<file path="src/rtl/dvr_pkg.sv">
// Shared types and constants for the distance-vector route solver.
package dvr_pkg;

  localparam int NODE_W         = 3;
  localparam int COST_W         = 14;
  localparam int CFG_W          = 4;
  localparam int NODE_LIMIT_DEF = 8;

  localparam logic [COST_W-1:0] NO_LINK        = 14'd9999;
  localparam logic [CFG_W-1:0]  NODE_COUNT_RST = 4'd8;

  typedef struct packed {
    logic [NODE_W-1:0] src_node;
    logic [NODE_W-1:0] dst_node;
    logic [COST_W-1:0] link_cost;
    logic              last;
  } in_item_t;

  typedef struct packed {
    logic [NODE_W-1:0] route_src;
    logic [NODE_W-1:0] route_dst;
    logic [NODE_W-1:0] next_hop;
    logic [COST_W-1:0] path_cost;
    logic              last_route;
  } out_item_t;

  typedef enum logic [2:0] {
    ST_IDLE,
    ST_INIT_RD,
    ST_INIT_WR,
    ST_RLX_CUR,
    ST_RLX_K,
    ST_RLX_LAST,
    ST_EM_RD,
    ST_EM_CAP
  } state_t;

  typedef struct packed {
    logic link_we;
    logic dist_we;
    logic hop_we;
  } tbl_we_t;

endpackage

</file>
<file path="src/rtl/dvr_tables.sv">
// Link matrix, distance table and next-hop table memories (registered read).
module dvr_tables #(
  parameter int  NODE_LIMIT = dvr_pkg::NODE_LIMIT_DEF,
  localparam int IDX_W      = $clog2(NODE_LIMIT),
  localparam int DEPTH      = NODE_LIMIT * NODE_LIMIT,
  localparam int ADDR_W     = $clog2(DEPTH)
) (
  input  logic                       clk,
  input  dvr_pkg::tbl_we_t           we,
  input  logic [ADDR_W-1:0]          link_waddr,
  input  logic [dvr_pkg::COST_W-1:0] link_wdata,
  input  logic [ADDR_W-1:0]          link_raddr,
  output logic [dvr_pkg::COST_W-1:0] link_rdata,
  input  logic [ADDR_W-1:0]          dist_waddr,
  input  logic [dvr_pkg::COST_W-1:0] dist_wdata,
  input  logic [IDX_W-1:0]           hop_wdata,
  input  logic [ADDR_W-1:0]          dist_raddr,
  output logic [dvr_pkg::COST_W-1:0] dist_rdata,
  output logic [IDX_W-1:0]           hop_rdata
);

  logic [dvr_pkg::COST_W-1:0] link_mem [DEPTH];
  logic [dvr_pkg::COST_W-1:0] dist_mem [DEPTH];
  logic [IDX_W-1:0]           hop_mem  [DEPTH];

  always_ff @(posedge clk) begin
    if (we.link_we) begin
      link_mem[link_waddr] <= link_wdata;
    end
    link_rdata <= link_mem[link_raddr];
  end

  always_ff @(posedge clk) begin
    if (we.dist_we) begin
      dist_mem[dist_waddr] <= dist_wdata;
    end
    dist_rdata <= dist_mem[dist_raddr];
  end

  // hop table shares the distance table's addresses
  always_ff @(posedge clk) begin
    if (we.hop_we) begin
      hop_mem[dist_waddr] <= hop_wdata;
    end
    hop_rdata <= hop_mem[dist_raddr];
  end

endmodule

</file>
<file path="src/rtl/dvr_seq.sv">
// Sequencer: matrix load, table init, relaxation sweeps and route output.
module dvr_seq #(
  parameter int  NODE_LIMIT = dvr_pkg::NODE_LIMIT_DEF,
  localparam int IDX_W      = $clog2(NODE_LIMIT),
  localparam int DEPTH      = NODE_LIMIT * NODE_LIMIT,
  localparam int ADDR_W     = $clog2(DEPTH)
) (
  input  logic                       clk,
  input  logic                       rst_n,
  input  logic [IDX_W-1:0]           nm1,
  input  logic                       in_valid,
  output logic                       in_ready,
  input  dvr_pkg::in_item_t          in_item,
  output logic                       out_valid,
  input  logic                       out_ready,
  output dvr_pkg::out_item_t         out_item,
  output dvr_pkg::tbl_we_t           we,
  output logic [ADDR_W-1:0]          link_waddr,
  output logic [dvr_pkg::COST_W-1:0] link_wdata,
  output logic [ADDR_W-1:0]          link_raddr,
  input  logic [dvr_pkg::COST_W-1:0] link_rdata,
  output logic [ADDR_W-1:0]          dist_waddr,
  output logic [dvr_pkg::COST_W-1:0] dist_wdata,
  output logic [IDX_W-1:0]           hop_wdata,
  output logic [ADDR_W-1:0]          dist_raddr,
  input  logic [dvr_pkg::COST_W-1:0] dist_rdata,
  input  logic [IDX_W-1:0]           hop_rdata
);

  localparam int COST_W = dvr_pkg::COST_W;
  localparam int NODE_W = dvr_pkg::NODE_W;

  function automatic logic [ADDR_W-1:0] tbl_addr(input logic [IDX_W-1:0] r,
                                                 input logic [IDX_W-1:0] c);
    tbl_addr = ADDR_W'(r * NODE_LIMIT + c);
  endfunction

  dvr_pkg::state_t    state_r, state_nxt;
  logic [IDX_W-1:0]   i_r, i_nxt, j_r, j_nxt, k_r, k_nxt, kd_r, kd_nxt;
  logic [COST_W-1:0]  cur_r, cur_nxt;
  logic [IDX_W-1:0]   hop_r, hop_nxt;
  logic               cmp_vld_r, cmp_vld_nxt;
  logic               pair_chg_r, pair_chg_nxt;
  logic               chg_r, chg_nxt;
  dvr_pkg::out_item_t out_r, out_nxt;
  logic               out_valid_r, out_valid_nxt;

  logic               at_i_end, at_j_end, at_k_end;
  logic [COST_W-1:0]  other;
  logic [COST_W:0]    via;
  logic               better;
  logic [COST_W-1:0]  cur_upd;
  logic [IDX_W-1:0]   hop_upd;
  logic               any_chg;
  logic [COST_W-1:0]  cost_sat;
  logic               in_range;

  assign at_i_end = (i_r == nm1);
  assign at_j_end = (j_r == nm1);
  assign at_k_end = (k_r == nm1);

  // relax compare; own entry is forwarded from cur_r (memory copy may be stale)
  assign other   = (kd_r == i_r) ? cur_r : dist_rdata;
  assign via     = {1'b0, link_rdata} + {1'b0, other};
  assign better  = (via < {1'b0, cur_r});
  assign cur_upd = better ? via[COST_W-1:0] : cur_r;
  assign hop_upd = better ? kd_r : hop_r;
  assign any_chg = chg_r | pair_chg_r | better;

  // load path
  always_comb begin
    cost_sat = (in_item.link_cost > dvr_pkg::NO_LINK) ? dvr_pkg::NO_LINK : in_item.link_cost;
    if (in_item.src_node == in_item.dst_node) begin
      cost_sat = '0;
    end
  end
  assign in_range   = (in_item.src_node <= NODE_W'(nm1)) &&
                      (in_item.dst_node <= NODE_W'(nm1));
  assign link_waddr = tbl_addr(in_item.src_node[IDX_W-1:0], in_item.dst_node[IDX_W-1:0]);
  assign link_wdata = cost_sat;

  assign out_valid = out_valid_r;
  assign out_item  = out_r;

  always_comb begin
    state_nxt     = state_r;
    i_nxt         = i_r;
    j_nxt         = j_r;
    k_nxt         = k_r;
    kd_nxt        = kd_r;
    cur_nxt       = cur_r;
    hop_nxt       = hop_r;
    cmp_vld_nxt   = cmp_vld_r;
    pair_chg_nxt  = pair_chg_r;
    chg_nxt       = chg_r;
    out_nxt       = out_r;
    out_valid_nxt = out_valid_r;
    in_ready      = 1'b0;
    we            = '0;
    link_raddr    = tbl_addr(i_r, k_r);
    dist_raddr    = tbl_addr(i_r, j_r);
    dist_waddr    = tbl_addr(i_r, j_r);
    dist_wdata    = cur_upd;
    hop_wdata     = hop_upd;

    if (out_valid_r && out_ready) begin
      out_valid_nxt = 1'b0;
    end

    case (state_r)
      dvr_pkg::ST_IDLE: begin
        in_ready = 1'b1;
        if (in_valid) begin
          we.link_we = in_range;
          if (in_item.last) begin
            i_nxt     = '0;
            j_nxt     = '0;
            k_nxt     = '0;
            state_nxt = dvr_pkg::ST_INIT_RD;
          end
        end
      end
      dvr_pkg::ST_INIT_RD: begin
        link_raddr = tbl_addr(i_r, j_r);
        state_nxt  = dvr_pkg::ST_INIT_WR;
      end
      dvr_pkg::ST_INIT_WR: begin
        // dist = link, next hop = destination
        link_raddr = tbl_addr(i_r, j_r);
        we.dist_we = 1'b1;
        we.hop_we  = 1'b1;
        dist_wdata = link_rdata;
        hop_wdata  = j_r;
        state_nxt  = dvr_pkg::ST_INIT_RD;
        if (at_j_end) begin
          j_nxt = '0;
          if (at_i_end) begin
            i_nxt     = '0;
            chg_nxt   = 1'b0;
            state_nxt = dvr_pkg::ST_RLX_CUR;
          end else begin
            i_nxt = i_r + 1'b1;
          end
        end else begin
          j_nxt = j_r + 1'b1;
        end
      end
      dvr_pkg::ST_RLX_CUR: begin
        k_nxt        = '0;
        cmp_vld_nxt  = 1'b0;
        pair_chg_nxt = 1'b0;
        state_nxt    = dvr_pkg::ST_RLX_K;
      end
      dvr_pkg::ST_RLX_K: begin
        link_raddr  = tbl_addr(i_r, k_r);
        dist_raddr  = tbl_addr(k_r, j_r);
        kd_nxt      = k_r;
        cmp_vld_nxt = 1'b1;
        if (!cmp_vld_r) begin
          cur_nxt = dist_rdata;
        end else begin
          cur_nxt = cur_upd;
          hop_nxt = hop_upd;
          if (better) begin
            pair_chg_nxt = 1'b1;
          end
        end
        if (at_k_end) begin
          state_nxt = dvr_pkg::ST_RLX_LAST;
        end else begin
          k_nxt = k_r + 1'b1;
        end
      end
      dvr_pkg::ST_RLX_LAST: begin
        // final compare, write back the pair
        we.dist_we = 1'b1;
        we.hop_we  = pair_chg_r | better;
        chg_nxt    = any_chg;
        state_nxt  = dvr_pkg::ST_RLX_CUR;
        if (at_j_end) begin
          j_nxt = '0;
          if (at_i_end) begin
            i_nxt = '0;
            if (any_chg) begin
              chg_nxt = 1'b0;
            end else begin
              state_nxt = dvr_pkg::ST_EM_RD;
            end
          end else begin
            i_nxt = i_r + 1'b1;
          end
        end else begin
          j_nxt = j_r + 1'b1;
        end
      end
      dvr_pkg::ST_EM_RD: begin
        state_nxt = dvr_pkg::ST_EM_CAP;
      end
      dvr_pkg::ST_EM_CAP: begin
        if (!out_valid_r || out_ready) begin
          out_nxt.route_src  = NODE_W'(i_r);
          out_nxt.route_dst  = NODE_W'(j_r);
          out_nxt.next_hop   = NODE_W'(hop_rdata);
          out_nxt.path_cost  = dist_rdata;
          out_nxt.last_route = at_i_end && at_j_end;
          out_valid_nxt      = 1'b1;
          state_nxt          = dvr_pkg::ST_EM_RD;
          if (at_j_end) begin
            j_nxt = '0;
            if (at_i_end) begin
              i_nxt     = '0;
              state_nxt = dvr_pkg::ST_IDLE;
            end else begin
              i_nxt = i_r + 1'b1;
            end
          end else begin
            j_nxt = j_r + 1'b1;
          end
        end
      end
      default: begin
        state_nxt = dvr_pkg::ST_IDLE;
      end
    endcase
  end

  always_ff @(posedge clk) begin
    if (!rst_n) begin
      state_r     <= dvr_pkg::ST_IDLE;
      out_valid_r <= 1'b0;
      i_r         <= '0;
      j_r         <= '0;
      k_r         <= '0;
      chg_r       <= 1'b0;
      cmp_vld_r   <= 1'b0;
      pair_chg_r  <= 1'b0;
    end else begin
      state_r     <= state_nxt;
      out_valid_r <= out_valid_nxt;
      i_r         <= i_nxt;
      j_r         <= j_nxt;
      k_r         <= k_nxt;
      chg_r       <= chg_nxt;
      cmp_vld_r   <= cmp_vld_nxt;
      pair_chg_r  <= pair_chg_nxt;
    end
  end

  always_ff @(posedge clk) begin
    kd_r  <= kd_nxt;
    cur_r <= cur_nxt;
    hop_r <= hop_nxt;
    out_r <= out_nxt;
  end

`ifndef ASSERT_OFF
  a_idx_range: assert property (@(posedge clk) disable iff (!rst_n)
    (state_r != dvr_pkg::ST_IDLE) |-> (i_r <= nm1) && (j_r <= nm1) && (k_r <= nm1))
    else $error("loop index beyond node count");

  a_out_from_emit: assert property (@(posedge clk) disable iff (!rst_n)
    $rose(out_valid_r) |-> $past(state_r == dvr_pkg::ST_EM_CAP))
    else $error("route presented outside emit phase");

  a_emit_start: assert property (@(posedge clk) disable iff (!rst_n)
    ($past(state_r == dvr_pkg::ST_RLX_LAST) && (state_r == dvr_pkg::ST_EM_RD))
      |-> (i_r == '0) && (j_r == '0))
    else $error("emit did not start at first route");

  a_last_starts: assert property (@(posedge clk) disable iff (!rst_n)
    (in_valid && in_ready && in_item.last) |=> (state_r == dvr_pkg::ST_INIT_RD))
    else $error("last item did not start table init");
`endif

endmodule

</file>
<file path="src/rtl/distance_vector_route_solver.sv">
// Top level: distance-vector route solver (config register, sequencer, tables).
//
//  channel | direction | payload              | handshake
//  --------+-----------+----------------------+--------------------
//  in_     | input     | dvr_pkg::in_item_t   | in_valid / in_ready
//  out_    | output    | dvr_pkg::out_item_t  | out_valid / out_ready
//  cfg_    | input     | node_count, 4 bits   | cfg_valid / cfg_ready
//
// Sequence: each accepted in-range item writes one matrix entry. A last item then
//   starts table init (link read, then dist/hop write, per entry), then relaxation
//   sweeps (one via-node per cycle on the single dist read port, plus a read and
//   a write-back per pair), repeated until a sweep changes nothing, then route
//   output (dist/hop read, then capture, per route) while out_ready stays high.
// Reset: rst_n is synchronous, active low; node_count returns to 8. Table memories
//   are not cleared; init writes dist/hop before they are read, loads write links.
// Stalls: out_ready low holds the output register and the emit sequence;
//   in_ready is high only while idle, even with the last route still waiting.
module distance_vector_route_solver #(
  parameter int  MAX_NODE_COUNT = dvr_pkg::NODE_LIMIT_DEF,
  localparam int IDX_W          = $clog2(MAX_NODE_COUNT),
  localparam int DEPTH          = MAX_NODE_COUNT * MAX_NODE_COUNT,
  localparam int ADDR_W         = $clog2(DEPTH)
) (
  input  logic                      clk,
  input  logic                      rst_n,
  input  logic                      in_valid,
  output logic                      in_ready,
  input  dvr_pkg::in_item_t         in_item,
  output logic                      out_valid,
  input  logic                      out_ready,
  output dvr_pkg::out_item_t        out_item,
  input  logic                      cfg_valid,
  output logic                      cfg_ready,
  input  logic [dvr_pkg::CFG_W-1:0] cfg_node_count
);

  logic [dvr_pkg::CFG_W-1:0]  node_count_r;
  logic [IDX_W-1:0]           nm1;   // nodes in use minus one

  dvr_pkg::tbl_we_t           we;
  logic [ADDR_W-1:0]          link_waddr, link_raddr, dist_waddr, dist_raddr;
  logic [dvr_pkg::COST_W-1:0] link_wdata, link_rdata, dist_wdata, dist_rdata;
  logic [IDX_W-1:0]           hop_wdata, hop_rdata;

  // config must only be written while idle (the block does not enforce this), so always ready
  assign cfg_ready = 1'b1;

  always_ff @(posedge clk) begin
    if (!rst_n) begin
      node_count_r <= dvr_pkg::NODE_COUNT_RST;
    end else if (cfg_valid) begin
      node_count_r <= cfg_node_count;
    end
  end

  // zero acts as one node, anything above the max saturates
  always_comb begin
    if (node_count_r == '0) begin
      nm1 = '0;
    end else if (node_count_r > dvr_pkg::CFG_W'(MAX_NODE_COUNT)) begin
      nm1 = IDX_W'(MAX_NODE_COUNT - 1);
    end else begin
      nm1 = IDX_W'(node_count_r - 1'b1);
    end
  end

  dvr_seq #(
    .NODE_LIMIT (MAX_NODE_COUNT)
  ) u_seq (
    .clk        (clk),
    .rst_n      (rst_n),
    .nm1        (nm1),
    .in_valid   (in_valid),
    .in_ready   (in_ready),
    .in_item    (in_item),
    .out_valid  (out_valid),
    .out_ready  (out_ready),
    .out_item   (out_item),
    .we         (we),
    .link_waddr (link_waddr),
    .link_wdata (link_wdata),
    .link_raddr (link_raddr),
    .link_rdata (link_rdata),
    .dist_waddr (dist_waddr),
    .dist_wdata (dist_wdata),
    .hop_wdata  (hop_wdata),
    .dist_raddr (dist_raddr),
    .dist_rdata (dist_rdata),
    .hop_rdata  (hop_rdata)
  );

  dvr_tables #(
    .NODE_LIMIT (MAX_NODE_COUNT)
  ) u_tables (
    .clk        (clk),
    .we         (we),
    .link_waddr (link_waddr),
    .link_wdata (link_wdata),
    .link_raddr (link_raddr),
    .link_rdata (link_rdata),
    .dist_waddr (dist_waddr),
    .dist_wdata (dist_wdata),
    .hop_wdata  (hop_wdata),
    .dist_raddr (dist_raddr),
    .dist_rdata (dist_rdata),
    .hop_rdata  (hop_rdata)
  );

endmodule

</file>
<file path="config.mk">
export PLATFORM = sky130hd
export DESIGN_NAME = distance_vector_route_solver
export DESIGN_NICKNAME = d
export VERILOG_FILES = /design/src/rtl/dvr_pkg.sv /design/src/rtl/dvr_tables.sv /design/src/rtl/dvr_seq.sv /design/src/rtl/distance_vector_route_solver.sv
export SDC_FILE = /design/constraint.sdc
export NUM_CORES = 2
export LEC_CHECK = 0
export BUFFER_PORTS_ARGS = -buffer_cell sky130_fd_sc_hd__buf_2
export CAP_MARGIN = 15
export CELL_PAD_IN_SITES_DETAIL_PLACEMENT = 0
export CELL_PAD_IN_SITES_GLOBAL_PLACEMENT = 2
export CORE_UTILIZATION = 52
export DETAILED_ROUTE_END_ITERATION = 10
export HOLD_SLACK_MARGIN = 0.03
export PLACE_DENSITY = 0.89
export SETUP_SLACK_MARGIN = 0.05
export SLEW_MARGIN = 5
export SYNTH_ARGS = -nofsm -noshare
export SYNTH_HDL_FRONTEND = slang
export SYNTH_SLANG_ARGS = --single-unit
export TNS_END_PERCENT = 50
</file>
<file path="constraint.sdc">
create_clock -name clk -period 22.5 [get_ports clk]
set_input_delay 4.5 -clock clk [delete_from_list [all_inputs] [get_ports clk]]
set_output_delay 4.5 -clock clk [all_outputs]
set_load 0.03 [all_outputs]
</file>
==> flow_metrics.env <==
export IMPL_status="finished clean"
export IMPL_hold_viol=0
export IMPL_core_um2=152000
export IMPL_rows=143
export IMPL_max_vdd_ir_drop_uv=139
export IMPL_worstHoldPathType="flip-flop to flip-flop"
export IMPL_synth_area_per_cell_um2=16.6
export IMPL_cp_max_fo=14
export IMPL_cts_tree="done"
export IMPL_initial_utilization_pct=52.6
export IMPL_synth_flop_cell="edfxtp_1"
export IMPL_tightest_slew_ns=1.21
export IMPL_path_class="input port to flip-flop"
export IMPL_antenna_found_initial=13
export IMPL_numCtsBuffers=199
export IMPL_cts_sinks=2079
export IMPL_instances_no_fill=7176
export IMPL_cts_setup_buffers=0
export IMPL_grt_pass1_wl_um=323000
export IMPL_async_flop_share_pct=0
export IMPL_start_kind="input port"
export IMPL_yosys_warnings=0
export IMPL_grt_ovfl_total=0
export IMPL_hp_start="u_tables.dist_rdata[11]$_DFF_P_"
export IMPL_end_kind="flip-flop"
export IMPL_leakagePower_uw=0.0294
export IMPL_synthCells=4827
export IMPL_min_to="u_seq.out_item[12]$_DFFE_PP_"
export IMPL_place_congestion=0.908
export IMPL_worstSkewPairLatency_ns=0.86
export IMPL_synth_edf_count=2028
export IMPL_ys_seq_elements=2079
export IMPL_routedWlPerCell_um=31.6
export IMPL_fin_skew_ns=0.0454
export IMPL_gr_usage_all_layers_pct=28.8
export IMPL_first_global_vias=44900
export IMPL_routed_wl_um=227000
export IMPL_cts_hold_buffers=0
export IMPL_p_per_area_nw_per_um2=119
export IMPL_whs_ns=0.460
export IMPL_min_path_cells=0
export IMPL_ys_types=79
export IMPL_cts_root_buffer="clkbuf_16"
export IMPL_maxSlewViolCount=0
export IMPL_boundaryPins=57
export IMPL_port_buffers=55
export IMPL_dr_pass1_iters=6
export IMPL_synth_fp_nets=4897
export IMPL_reg2reg_from="u_seq.i_r[2]$_SDFFE_PN0P_"
export IMPL_r2r_end="u_tables.dist_mem[41][5]$_DFFE_PP_"
export IMPL_required_ns=22.94
export IMPL_r2r_slack_ns=15.16
export IMPL_drc=0
export IMPL_cts_resized=0
export IMPL_vias_per_cell=6.63
export IMPL_arrival_ns=8.31
export IMPL_chipWidth_um=395
export IMPL_hpwl_um=130000
export IMPL_r2r_cells=21
export IMPL_timing_setup_tns_ns=0
export IMPL_yosysSeqAreaShare_pct=77.3
export IMPL_fmax_ghz=0.127
export IMPL_period_share_pct=34.9
export IMPL_grt_max_degree=132
export IMPL_synthToLayoutAreaGrowth_pct=12.6
export IMPL_drtAntennaViolNets=0
export IMPL_clockBufferDepth=3
export IMPL_drive_above_1_share_pct=14.1
export IMPL_htreeDepth=4
export IMPL_rsz0062_at_grt="no"
export IMPL_p_total_uw=10700
export IMPL_finalSetupViolCount=0
export IMPL_post_route_min_period_ns=7.86
export IMPL_clkSlewWorstSetupHoldPaths_ns=0.06
export IMPL_placedCellCount=6767
export IMPL_vias=47600
export IMPL_drtIter0Drc=6548
export IMPL_relSlewSlack_pct=19.3
export IMPL_syn_area_um2=80100
export IMPL_die_area_um2=156000
export IMPL_cap_violations=0
export IMPL_nNetsFinal=5041
export IMPL_die_y_um=395
## kinds of logic (layout without fill, tap and decap cells)
kind of cell    count (synthesis)  in the layout  synth area share [%]
simple gates                 1074           1074                  6.31
mux                           212            212                  3.96
other cells                     1              5               0.00468
fa+ha+maj                      41             41                 0.647
flops                        2079           2079                  77.3
buf+inv                       350            665                  1.89
compound gates               1044           1044                  9.59
xor+xnor                       26             26                 0.303
## cell type report
cell class	count	area (um2)
Antenna cell	4	10.0
Clock buffer	247	5240
Clock inverter	125	1400
Fill cell	11200	62200
Inverter	35	131
Multi-Input combinational cell	2398	17100
Sequential cell	2079	61900
Tap cell	2030	2540
Timing Repair Buffer	258	1900
## flip-flops by register name, indices dropped and copies added (netlist names), 4 cells and up
name	count
u_tables.link_mem	896
u_tables.link_rdata	14
u_seq.out_item	24
u_tables.dist_mem	896
u_tables.hop_mem	192
node_count_r	4
u_tables.dist_rdata	14
u_seq.cur_r	14
## power breakdown
group	switching [uW]	internal [uW]	total (uW)
sequential	58.2	5290	5350
clock	1450	1920	3370
combinational	1590	408	2000
## synth_stat cells (15+ instances only)
library cell  instances  share of area (%)
edfxtp_1           2028                 76
a22oi_1             385                3.6
nand2_1             366                1.7
nor2_1              272                1.3
clkbuf_1            204               0.96
nand4_1             155                1.2
a21oi_1             121               0.76
a221oi_1            112                1.2
nand3_1             107               0.67
mux2i_1             104                1.3
a22o_1               92                1.0
mux4_2               81                2.3
a211oi_1             68               0.64
and3_1               65               0.51
a31oi_1              56               0.44
dfxtp_1              51                1.3
o21ai_0              47               0.29
buf_1                42               0.20
ha_1                 39               0.61
o211ai_1             39               0.37
buf_2                37               0.23
inv_1                34               0.16
a311oi_1             32               0.35
mux2_2               26               0.37
buf_4                23               0.22
nor3_1               17               0.11
nor2b_1              15               0.12
## per-layer routing
layer / wire [um] / track usage (%)
met1: 87400 / 40.6
met2: 105000 / 44.0
met5: 91 / 0
met3: 26000 / 6.52
met4: 8460 / 10.7
## metrics by stage
stage          worst slack [ns]  utilization [%]  instance area [um2]
2_1_floorplan             14.42                -                80100
3_3_place_gp              14.08             54.6                83300
3_5_place_dp              13.96             54.6                83300
4_1_cts                   14.82             59.0                89900
5_1_grt                   14.64             59.2                90200
6_report                  14.64             59.2                90200
## layout by cell type, fill, tap and decap left out, types with 12 or more instances in the layout
cell and instances:
ha_1 39, o21ai_0 47, mux2_2 26, a31oi_1 55, dfxtp_1 51, a21oi_1 109, mux2i_1 100, edfxtp_1 2028
clkbuf_1 40, a21oi_4 12, xnor2_1 14, nand4_1 155, nor2b_1 15, bufinv_16 22, inv_1 34, clkinv_2 35
a22o_1 92, and3_1 63, nor3_1 14, nor2_1 268, nand2_1 363, clkbuf_16 199, o211ai_1 39, buf_2 55
a311oi_1 32, mux4_2 81, o22ai_1 12, nand3_1 106, a22oi_1 385, buf_4 187, a221oi_1 112, a211oi_1 68
clkinv_1 42
## how the worst max path moves through the flow
stage / to / cells after the start / slack (ns) / startpoint
after floorplan: u_tables.dist_mem[0][12]$_DFFE_PP_ / 23 / 14.42 / u_seq.i_r[1]$_SDFFE_PN0P_
after global placement: u_tables.link_mem[15][10]$_DFFE_PP_ / 8 / 14.08 / in_item[19]
after detailed placement: u_tables.link_mem[47][12]$_DFFE_PP_ / 8 / 13.96 / in_item[19]
after CTS: u_tables.link_mem[47][9]$_DFFE_PP_ / 8 / 14.82 / in_item[19]
after global routing: u_tables.link_mem[23][8]$_DFFE_PP_ / 10 / 14.64 / in_item[18]
final: u_tables.link_mem[23][2]$_DFFE_PP_ / 8 / 14.64 / in_item[19]
## worst max-delay path, stage by stage
cell and delay [ns]:
buf_2 0.16, ha_1 0.32, a21o_1 0.17, a21oi_1 0.16, a31oi_1 0.08, nor4_1 0.62
nand3_1 1.00, nor2_1 1.28
Power figures use the tool's default switching activity.
